File: config.mk
export PLATFORM = sky130hd
export DESIGN_NAME = rabs_cfg_regs
export DESIGN_NICKNAME = d
export VERILOG_FILES = /design/src/hw/rtl/rabs_pkg.sv /design/src/hw/rtl/rabs_cfg_regs.sv
export SDC_FILE = /design/constraint.sdc
export NUM_CORES = 1
export LEC_CHECK = 0
export BUFFER_PORTS_ARGS = -buffer_cell sky130_fd_sc_hd__buf_2
export CORE_MARGIN = 1.5
export CORE_UTILIZATION = 36
export DETAILED_ROUTE_END_ITERATION = 6
export HOLD_SLACK_MARGIN = 0.08
export PLACE_DENSITY_LB_ADDON = 0.08
export SLEW_MARGIN = 20
export SYNTH_ARGS = -nofsm -noshare
export SYNTH_HDL_FRONTEND = slang
export SYNTH_SLANG_ARGS = --single-unit
File: constraint.sdc
create_clock -name clk -period 0.88 [get_ports clk]
set_clock_uncertainty 0.15 [all_clocks]
set_input_delay 0.044 -clock clk [delete_from_list [all_inputs] [get_ports clk]]
set_output_delay 0.044 -clock clk [all_outputs]
set_load 0.005 [all_outputs]
File: src/hw/rtl/rabs_pkg.sv
`timescale 1ns / 1ps
package rabs_pkg;

	localparam int unsigned FRAME_PIXELS = 262144;
	localparam int unsigned POS_W = (FRAME_PIXELS > 1) ? $clog2(FRAME_PIXELS) : 1;

	localparam int unsigned PADDR_W = 4;
	localparam int unsigned PDATA_W = 32;

	typedef enum logic [1:0] {
		REG_LEARN_RATE   = 2'd0,
		REG_FG_THRESHOLD = 2'd1,
		REG_THRESHOLD_EN = 2'd2
	} reg_idx_t;

	localparam logic [15:0] LEARN_RATE_RESET   = 16'd3277;
	localparam logic [7:0]  FG_THRESHOLD_RESET = 8'd15;
	localparam logic        THRESHOLD_EN_RESET = 1'b1;

	localparam logic [7:0] MASK_ON  = 8'hFF;
	localparam logic [7:0] MASK_OFF = 8'h00;
	localparam logic signed [25:0] HALF_Q16 = 26'sd32768;

	typedef struct packed {
		logic [15:0] learn_rate_q16;
		logic [7:0]  fg_threshold;
		logic        threshold_enable;
	} cfg_t;

endpackage

File: src/hw/rtl/rabs_cfg_regs.sv
`timescale 1ns / 1ps
module rabs_cfg_regs (
	input  logic                              clk,
	input  logic                              arst_n,
	input  logic                              psel,
	input  logic                              penable,
	input  logic                              pwrite,
	input  logic [rabs_pkg::PADDR_W-1:0]      paddr,
	input  logic [rabs_pkg::PDATA_W-1:0]      pwdata,
	output logic [rabs_pkg::PDATA_W-1:0]      prdata,
	output logic                              pready,
	output rabs_pkg::cfg_t                    cfg
);

	rabs_pkg::cfg_t   cfg_q;
	rabs_pkg::reg_idx_t idx;
	logic             wr_en;

	assign idx    = rabs_pkg::reg_idx_t'(paddr[3:2]);
	assign wr_en  = psel && penable && pwrite;
	assign pready = 1'b1;
	assign cfg    = cfg_q;

	always_ff @(posedge clk or negedge arst_n) begin
		if (!arst_n) begin
			cfg_q.learn_rate_q16   <= rabs_pkg::LEARN_RATE_RESET;
			cfg_q.fg_threshold     <= rabs_pkg::FG_THRESHOLD_RESET;
			cfg_q.threshold_enable <= rabs_pkg::THRESHOLD_EN_RESET;
		end else if (wr_en) begin
			case (idx)
				rabs_pkg::REG_LEARN_RATE: begin
					cfg_q.learn_rate_q16 <= pwdata[15:0];
				end
				rabs_pkg::REG_FG_THRESHOLD: begin
					cfg_q.fg_threshold <= pwdata[7:0];
				end
				rabs_pkg::REG_THRESHOLD_EN: begin
					cfg_q.threshold_enable <= pwdata[0];
				end
				default: begin
				end
			endcase
		end
	end

	always_comb begin
		case (idx)
			rabs_pkg::REG_LEARN_RATE:   prdata = {16'd0, cfg_q.learn_rate_q16};
			rabs_pkg::REG_FG_THRESHOLD: prdata = {24'd0, cfg_q.fg_threshold};
			rabs_pkg::REG_THRESHOLD_EN: prdata = {31'd0, cfg_q.threshold_enable};
			default:                    prdata = '0;
		endcase
	end

endmodule
==> qor.txt, run 1 <==
nature of the critical path endpoint: output port
GR Overflow Total: 0
maxcap violations: 0
CP top delay family: flip-flops
CP Buf/Inv Count: 1
area delta synth->final: 70.06%
layout cells sized above 1: 64.73%
Min-Delay Path Class: in2reg
status: finished with violations
vias: 1092
Cell Area, Synth: 0.001304 mm^2
Vias/cell: 4.316
max incr delay on CP: 560 ps
Sw Pwr: 1.055 mW
Fin. Hold Viols: 7
FILL cells: 280
FF+latch area: 640.6 um^2
clk_lat worst skew: 300 ps
drt wl/cell: 13.08 um
nets@finish: 249
Power Internal: 2.875 mW
period utilization: 155.7%
Cells after Synth: 102
Synth Register Bits: 25
final non-filler cell area: 0.002217 mm^2
max reg flops: 25
Req. time, crit path: 690 ps
combinational share of power: 43.8%
Detail Route Antenna Nets: 0
Yosys Warn Count: 0
final number of setup-violating endpoints: 66
Num CTS Buffers: 3
worst path arrival time: 1180 ps
Multi-input gate area: 640.6 um^2
most frequent cells in the layout: 49 x buf_2, 27 x buf_6, 17 x conb_1, 16 x mux2_4, 16 x dlygate4sd3_1
Diodes inserted: 0
Horiz. Die Dim: 63.18 um
Reg clk slew, reported paths: 130 ps
global-route wire length before repair: 5188 um
IO Pins: 99
slowest CP cell: dfstp_2
Initial DRC Count: 15
clock share of power: 12.7%
TritonCTS clock tree: yes
initial antenna violation count: 0
Max Slew Vio Count: 0
Clock Sinks: 25
Setup crit start kind: flip-flop
FP Rows: 21
RSZ-0062 raised after global routing: yes
maximum VDD drop: 1137 uV
failing checks: negative hold slack, negative setup slack
most common cell after layout, fill and taps aside: buf_2
final hold slack: -170.3 ps
DP Area: 0.001727 mm^2
Die ar.: 0.003992 mm^2
critical path class: reg2out
Port Buffers: 63
Peak Freq: 729.9 MHz
chip height: 63.18 um
worst-path fanout max: 2
drt total wl: 3308 um
switching portion of total power: 26.84%
CP Cell Sequence: mux2i_1 > nor2_1 > buf_2
LEAKAGE: 1.129 nW
Avg Cell Area, Syn: 12.78 um^2
CTS max path bufs: 2
DR DRC count: 0
hpwl dp: 2148 um
vias in the first global route: 1087
H-tree depth: 1
Design Power: 3.929 mW
Core ar.: 0.003416 mm^2
Distinct cells, synth: 17
sequential share of power: 43.5%
Total GRT Usage: 16.53%
worst setup margin: -490.0 ps
GP Congestion: 0.6014
Seq/Total Area, Yosys: 49.14%
DRT Pass-1 Iters: 3
largest net degree at the start of global routing: 18
Power Density: 1772 mW/mm^2
Root Buffer: clkbuf_4
initial cell density of the core: 38.17%
min Tclk post-route: 1370 ps
[cell usage after synthesis]
cell type | instances | share of area (%)
dfstp_2 | 12 | 24
buf_2 | 2 | 0.77
conb_1 | 2 | 0.58
mux2_2 | 24 | 21
nor3b_1 | 1 | 0.58
nor2_1 | 8 | 2.3
buf_6 | 1 | 0.86
o21ai_0 | 1 | 0.38
nor3_4 | 1 | 1.2
mux2_1 | 1 | 0.86
dfrtp_1 | 13 | 25
nor3b_4 | 1 | 1.4
nand3b_1 | 1 | 0.58
mux2i_1 | 8 | 6.1
buf_4 | 17 | 9.8
and2_1 | 8 | 3.8
nand3_2 | 1 | 0.77
[metrics by stage]
step	setup TNS (ps)	hold slack [ps]	setup slack, ps	util [%]	std cells
3_3_place_gp	-10540	-221.8	-326.8	50.55	216
4_1_cts	-15890	-178.6	-482.4	62.56	250
6_report	-15850	-170.3	-490.0	64.91	253
2_1_floorplan	-5728	-401.6	-290.9	-	117
5_1_grt	-19110	-185.3	-599.5	64.91	253
3_5_place_dp	-11180	-223.2	-348.6	50.55	216
[path summary, 6_finish.rpt]
path,slack [ps],endpoint,from,cells after the start
max in group asynchronous,140,cfg[1]$_DFFE_PN1P_,arst_n,3
min in group asynchronous,-20,cfg[7]$_DFFE_PN0P_,arst_n,2
worst min-delay path,-170,cfg[5]$_DFFE_PN0P_,pwdata[4],2
worst min register to register,400,cfg[18]$_DFFE_PN0P_,cfg[18]$_DFFE_PN0P_,1
worst max register to register,-220,cfg[1]$_DFFE_PN1P_,cfg[1]$_DFFE_PN1P_,3
worst max-delay path,-490,prdata[3],cfg[4]$_DFFE_PN1P_,3
[power by group through the flow]
stage,Sequential [mW],Combinational (mW),Clock [mW]
after floorplan,1.73,0.501,0
after global placement,1.71,1.01,0
after detailed placement,1.73,1.02,0
after CTS,1.69,1.59,0.526
after global routing,1.74,1.85,0.567
final,1.71,1.72,0.499
[what timing repair did]
action                                  in CTS  in global routing
gates cloned                                 0                  0
setup buffers                               15                  5
endpoints found under the setup margin      66                 66
endpoints found under the hold margin       50                  9
pin swaps                                    0                  0
hold buffers                                15                  1
gates resized for setup                     25                 15
[per-layer routing]
metal / vias to the layer above / GRT usage [%] / routed length, um
met2: 46 / 29.79 / 1723
met5: - / 0 / 0
met3: 2 / 4.107 / 164
met1: 525 / 20.05 / 1396
li1: 519 / - / -
met4: 0 / 3.261 / 23
[layout make-up]
class	instances	share of cell area, %
clock buffers	4	1.185
multi-input cells	72	28.89
flip-flops and latches	25	28.89
well taps	46	2.596
repair buffers	106	38.43
[cell families (layout without fill, tap and decap cells)]
kind of cell           Yosys count  after routing  synth area share, %
buffers and inverters           20            110                11.42
AOI/OAI and AO/OA                1              1               0.3835
other                            2             17               0.5760
and+or+nand+nor                 21             21                10.75
DFF                             25             25                49.14
muxes                           33             33                27.74
(Power assumes the default switching activity.)
==> inputs of run 2 (changes only) <==
--- a/config.mk
+++ b/config.mk
@@ -11,6 +11,7 @@
 export DETAILED_ROUTE_END_ITERATION = 6
 export HOLD_SLACK_MARGIN = 0.08
 export PLACE_DENSITY_LB_ADDON = 0.08
+export SETUP_SLACK_MARGIN = 0.5
 export SLEW_MARGIN = 20
 export SYNTH_ARGS = -nofsm -noshare
 export SYNTH_HDL_FRONTEND = slang
==> qor.txt, run 2 (synthesis gave the netlist of run 1 again) <==
max incr delay on CP: 570 ps
Vias/cell: 4.335
nature of the critical path endpoint: output port
Die ar.: 0.003992 mm^2
Core ar.: 0.003416 mm^2
Horiz. Die Dim: 63.18 um
Peak Freq: 740.9 MHz
FP Rows: 21
clk_lat worst skew: 300 ps
Reg clk slew, reported paths: 130 ps
final non-filler cell area: 0.002146 mm^2
layout cells sized above 1: 74.09%
clock share of power: 12.3%
Root Buffer: clkbuf_4
global-route wire length before repair: 4629 um
final number of setup-violating endpoints: 66
initial cell density of the core: 38.17%
period utilization: 153.4%
Initial DRC Count: 18
maxcap violations: 0
Min-Delay Path Class: in2async
worst path arrival time: 1160 ps
setup_tns: -15560 ps
Total GRT Usage: 14.55%
DP Area: 0.001757 mm^2
CP top delay family: flip-flops
failing checks: negative hold slack, negative setup slack
nets@finish: 235
RSZ-0062 raised after global routing: yes
Setup crit start kind: flip-flop
initial antenna violation count: 0
vias: 1036
vias in the first global route: 1004
largest net degree at the start of global routing: 26
DRT Pass-1 Iters: 3
hpwl dp: 2042 um
combinational share of power: 44.8%
status: finished with violations
slowest CP cell: dfstp_2
Sw Pwr: 1.055 mW
Detail Route Antenna Nets: 0
Power Internal: 2.928 mW
drt wl/cell: 12.72 um
H-tree depth: 1
CP Cell Sequence: mux2i_1 > nor2_1 > buf_2
FILL cells: 294
worst setup margin: -469.7 ps
CP Buf/Inv Count: 1
min Tclk post-route: 1350 ps
GR Overflow Total: 0
Max Slew Vio Count: 0
Fin. Hold Viols: 50
max reg flops: 25
GP Congestion: 0.6830
Clock Sinks: 25
DR DRC count: 0
worst-path fanout max: 2
Design Power: 3.982 mW
maximum VDD drop: 1314 uV
Num CTS Buffers: 3
switching portion of total power: 26.48%
Req. time, crit path: 690 ps
LEAKAGE: 1.092 nW
area delta synth->final: 64.59%
drt total wl: 3040 um
chip height: 63.18 um
Power Density: 1856 mW/mm^2
IO Pins: 99
most common cell after layout, fill and taps aside: buf_2
final hold slack: -496.8 ps
sequential share of power: 42.9%
Port Buffers: 63
critical path class: reg2out
TritonCTS clock tree: yes
CTS max path bufs: 2
most frequent cells in the layout: 45 x buf_2, 38 x buf_6, 17 x conb_1, 16 x mux2_4, 13 x dfrtp_1
Diodes inserted: 0
## run 2: final timing paths
kind,from,to,slack (ps),cells after the start
max in group asynchronous,arst_n,cfg[16]$_DFFE_PN1P_,850,2
min,arst_n,cfg[17]$_DFFE_PN0P_,-500,2
min reg2reg,cfg[21]$_DFFE_PN0P_,cfg[21]$_DFFE_PN0P_,400,1
max,cfg[2]$_DFFE_PN1P_,prdata[1],-470,3
min in group clk,pwdata[12],cfg[21]$_DFFE_PN0P_,-200,2
max reg2reg,cfg[2]$_DFFE_PN1P_,cfg[2]$_DFFE_PN1P_,-390,5
## run 2: power groups by stage
stage | combinational, mW | clock, mW | sequential, mW
6_report | 1.78 | 0.489 | 1.71
5_1_grt | 1.91 | 0.589 | 1.75
4_1_cts | 1.55 | 0.527 | 1.70
3_5_place_dp | 1.08 | 0 | 1.71
3_3_place_gp | 1.06 | 0 | 1.70
2_1_floorplan | 0.525 | 0 | 1.73
## run 2: worst register-to-register path, cell delays in order (launching register included)
cell and delay [ps]:
dfstp_2 400, buf_6 110, buf_6 110, buf_6 100, buf_6 100, mux2_4 250
## run 2: per-layer routing
layer / share of wire, % / vias to the layer above / track usage, %
met4: 0 / 0 / 0.8152
met5: 0 / - / 0
li1: - / 491 / -
met1: 42 / 497 / 18.44
met2: 49 / 48 / 24.47
met3: 8.8 / 0 / 6.071
## run 2: layout make-up
cell class	count	area, um^2	area share [%]
tap	46	57.56	2.682
sequential	25	640.6	29.85
multi-input combinational	72	663.1	30.90
clock buffer	4	26.28	1.224
timing repair buffer	92	758.2	35.34
## run 2: repair_timing
action                     CTS  global route
setup endpoints to repair   66            66
setup buffers               10             8
pin swaps                    0             2
hold endpoints to repair    50            50
gates resized for setup     32            17
## run 2: metrics by stage
step / setup slack, ps / std cells / util [%]
6_report: -469.7 / 239 / 62.82
5_1_grt: -574.2 / 239 / 62.82
4_1_cts: -480.4 / 231 / 59.16
3_5_place_dp: -346.2 / 217 / 51.43
3_3_place_gp: -328.9 / 217 / 51.43
2_1_floorplan: -290.9 / 117 / -
==> inputs of run 3 (changes only) <==
--- a/config.mk
+++ b/config.mk
@@ -6,11 +6,13 @@
 export NUM_CORES = 1
 export LEC_CHECK = 0
 export BUFFER_PORTS_ARGS = -buffer_cell sky130_fd_sc_hd__buf_2
+export CELL_PAD_IN_SITES_DETAIL_PLACEMENT = 2
+export CELL_PAD_IN_SITES_GLOBAL_PLACEMENT = 2
 export CORE_MARGIN = 1.5
-export CORE_UTILIZATION = 36
+export CORE_UTILIZATION = 20
 export DETAILED_ROUTE_END_ITERATION = 6
 export HOLD_SLACK_MARGIN = 0.08
-export PLACE_DENSITY_LB_ADDON = 0.08
+export PLACE_DENSITY = 0.84
 export SETUP_SLACK_MARGIN = 0.5
 export SLEW_MARGIN = 20
 export SYNTH_ARGS = -nofsm -noshare
==> qor.txt, run 3 (synthesis gave the netlist of run 1 again) <==
Total GRT Usage: 11.98%
setup_tns: -14440 ps
initial antenna violation count: 0
Num CTS Buffers: 3
hpwl dp: 2851 um
Reg clk slew, reported paths: 90 ps
GR Overflow Total: 0
failing checks: negative hold slack, negative setup slack
critical path class: reg2out
maxcap violations: 0
layout cells sized above 1: 75.49%
FILL cells: 685
Critical R2R Launch: cfg[16]$_DFFE_PN1P_
Max Slew Vio Count: 0
end of the critical path: prdata[7]
Initial DRC Count: 20
Setup crit start: cfg[16]$_DFFE_PN1P_
worst-path fanout max: 2
max reg flops: 25
worst path arrival time: 1160 ps
Final Core Density: 37.18%
final hold slack: -430.2 ps
Min-Delay Path Class: in2async
initial cell density of the core: 20.65%
maximum VDD drop: 680.8 uV
met1 Track Usage GR: 14.24%
Core ar.: 0.006314 mm^2
drt total wl: 4499 um
clk_lat worst skew: 260 ps
global-route wire length before repair: 6527 um
Detail Route Antenna Nets: 0
H-tree depth: 1
Clock Sinks: 25
Diodes inserted: 0
IO Pins: 99
end of the worst register-to-register path: cfg[16]$_DFFE_PN1P_
GRT met2 Usage: 22.14%
vias: 1114
RSZ-0062 raised after global routing: yes
DR DRC count: 0
min Tclk post-route: 1352 ps
final number of setup-violating endpoints: 66
FP Rows: 29
area delta synth->final: 80.04%
reg2reg setup slack: -300 ps
Setup crit start kind: flip-flop
most frequent cells in the layout: 51 x buf_6, 38 x buf_2, 18 x mux2_4, 17 x conb_1, 13 x dfrtp_1
Req. time, crit path: 690 ps
nets@finish: 246
Horiz. Die Dim: 83.74 um
DRT Pass-1 Iters: 4
gr busiest metal: met2
vias in the first global route: 1220
GR Util met3: 1.484%
worst setup margin: -472.3 ps
Power Density: 1890 mW/mm^2
LEAKAGE: 1.176 nW
CTS max path bufs: 2
Vias/cell: 3.964
chip height: 83.74 um
final non-filler cell area: 0.002347 mm^2
Root Buffer: clkbuf_8
R2R depth: 4
drt wl/cell: 16.01 um
Port Buffers: 63
nature of the critical path endpoint: output port
GP Congestion: 0.6528
period utilization: 153.7%
most common cell after layout, fill and taps aside: buf_6
Die ar.: 0.007012 mm^2
Design Power: 4.437 mW
Peak Freq: 739.5 MHz
largest net degree at the start of global routing: 26
Fin. Hold Viols: 50
DP Area: 0.001821 mm^2
TritonCTS clock tree: yes
status: finished with violations
run 3: cell types whose count changed in the layout (fill, tap and decap cells not counted), sizes merged:
| cell | before | now |
|---|---|---|
| buf | 92 | 103 |
run 3: worst min-delay path by stage:
stage	from	endpoint	slack, ps	cells past startpoint
2_1_floorplan	arst_n	cfg[10]$_DFFE_PN0P_	-400	0
3_3_place_gp	arst_n	cfg[10]$_DFFE_PN0P_	-160	2
3_5_place_dp	arst_n	cfg[10]$_DFFE_PN0P_	-130	2
4_1_cts	arst_n	cfg[10]$_DFFE_PN0P_	-430	2
5_1_grt	arst_n	cfg[10]$_DFFE_PN0P_	-430	2
6_report	arst_n	cfg[10]$_DFFE_PN0P_	-430	2
run 3: worst max-delay path, cell delays in order (launching register included):
cell and delay [ps]:
dfstp_2 550, mux2i_1 80, nor2_1 140, buf_2 130
run 3: through the flow:
stage / instances / setup slack (ps)
floorplan: 117 / -290.9
global placement: 253 / -333.9
detailed placement: 253 / -369.2
CTS: 269 / -455.7
global route: 281 / -550.4
finish: 281 / -472.3
run 3: repair_timing:
action,CTS,global route
pin swaps,2,4
gates resized for setup,55,12
buffers inserted,11,12
endpoints found under the hold margin,50,50
endpoints found under the setup margin,66,66
cloned,1,0
run 3: metal layers:
layer  vias up  share of wire [%]
met4         0               0.33
met5         -                  0
met1       559                 38
met2        41                 58
met3         2                3.8
li1        512                  -
run 3: area by class of cell:
| class | count | area (um^2) | share of cell area, % |
|---|---|---|---|
| flip-flops and latches | 25 | 640.6 | 27.29 |
| clock buffers | 4 | 45.04 | 1.919 |
| repair buffers | 103 | 894.6 | 38.11 |
| well taps | 77 | 96.34 | 4.104 |
| multi-input cells | 72 | 670.6 | 28.57 |
run 3: report_power, final:
| part | total [mW] | switching, mW | internal (mW) | leakage, nW |
|---|---|---|---|---|
| logic | 2.03 | 0.636 | 1.39 | 0.868 |
| clock network | 0.674 | 0.351 | 0.323 | 0.0228 |
| registers | 1.73 | 0.219 | 1.51 | 0.285 |
| total | 4.44 | 1.21 | 3.23 | 1.18 |
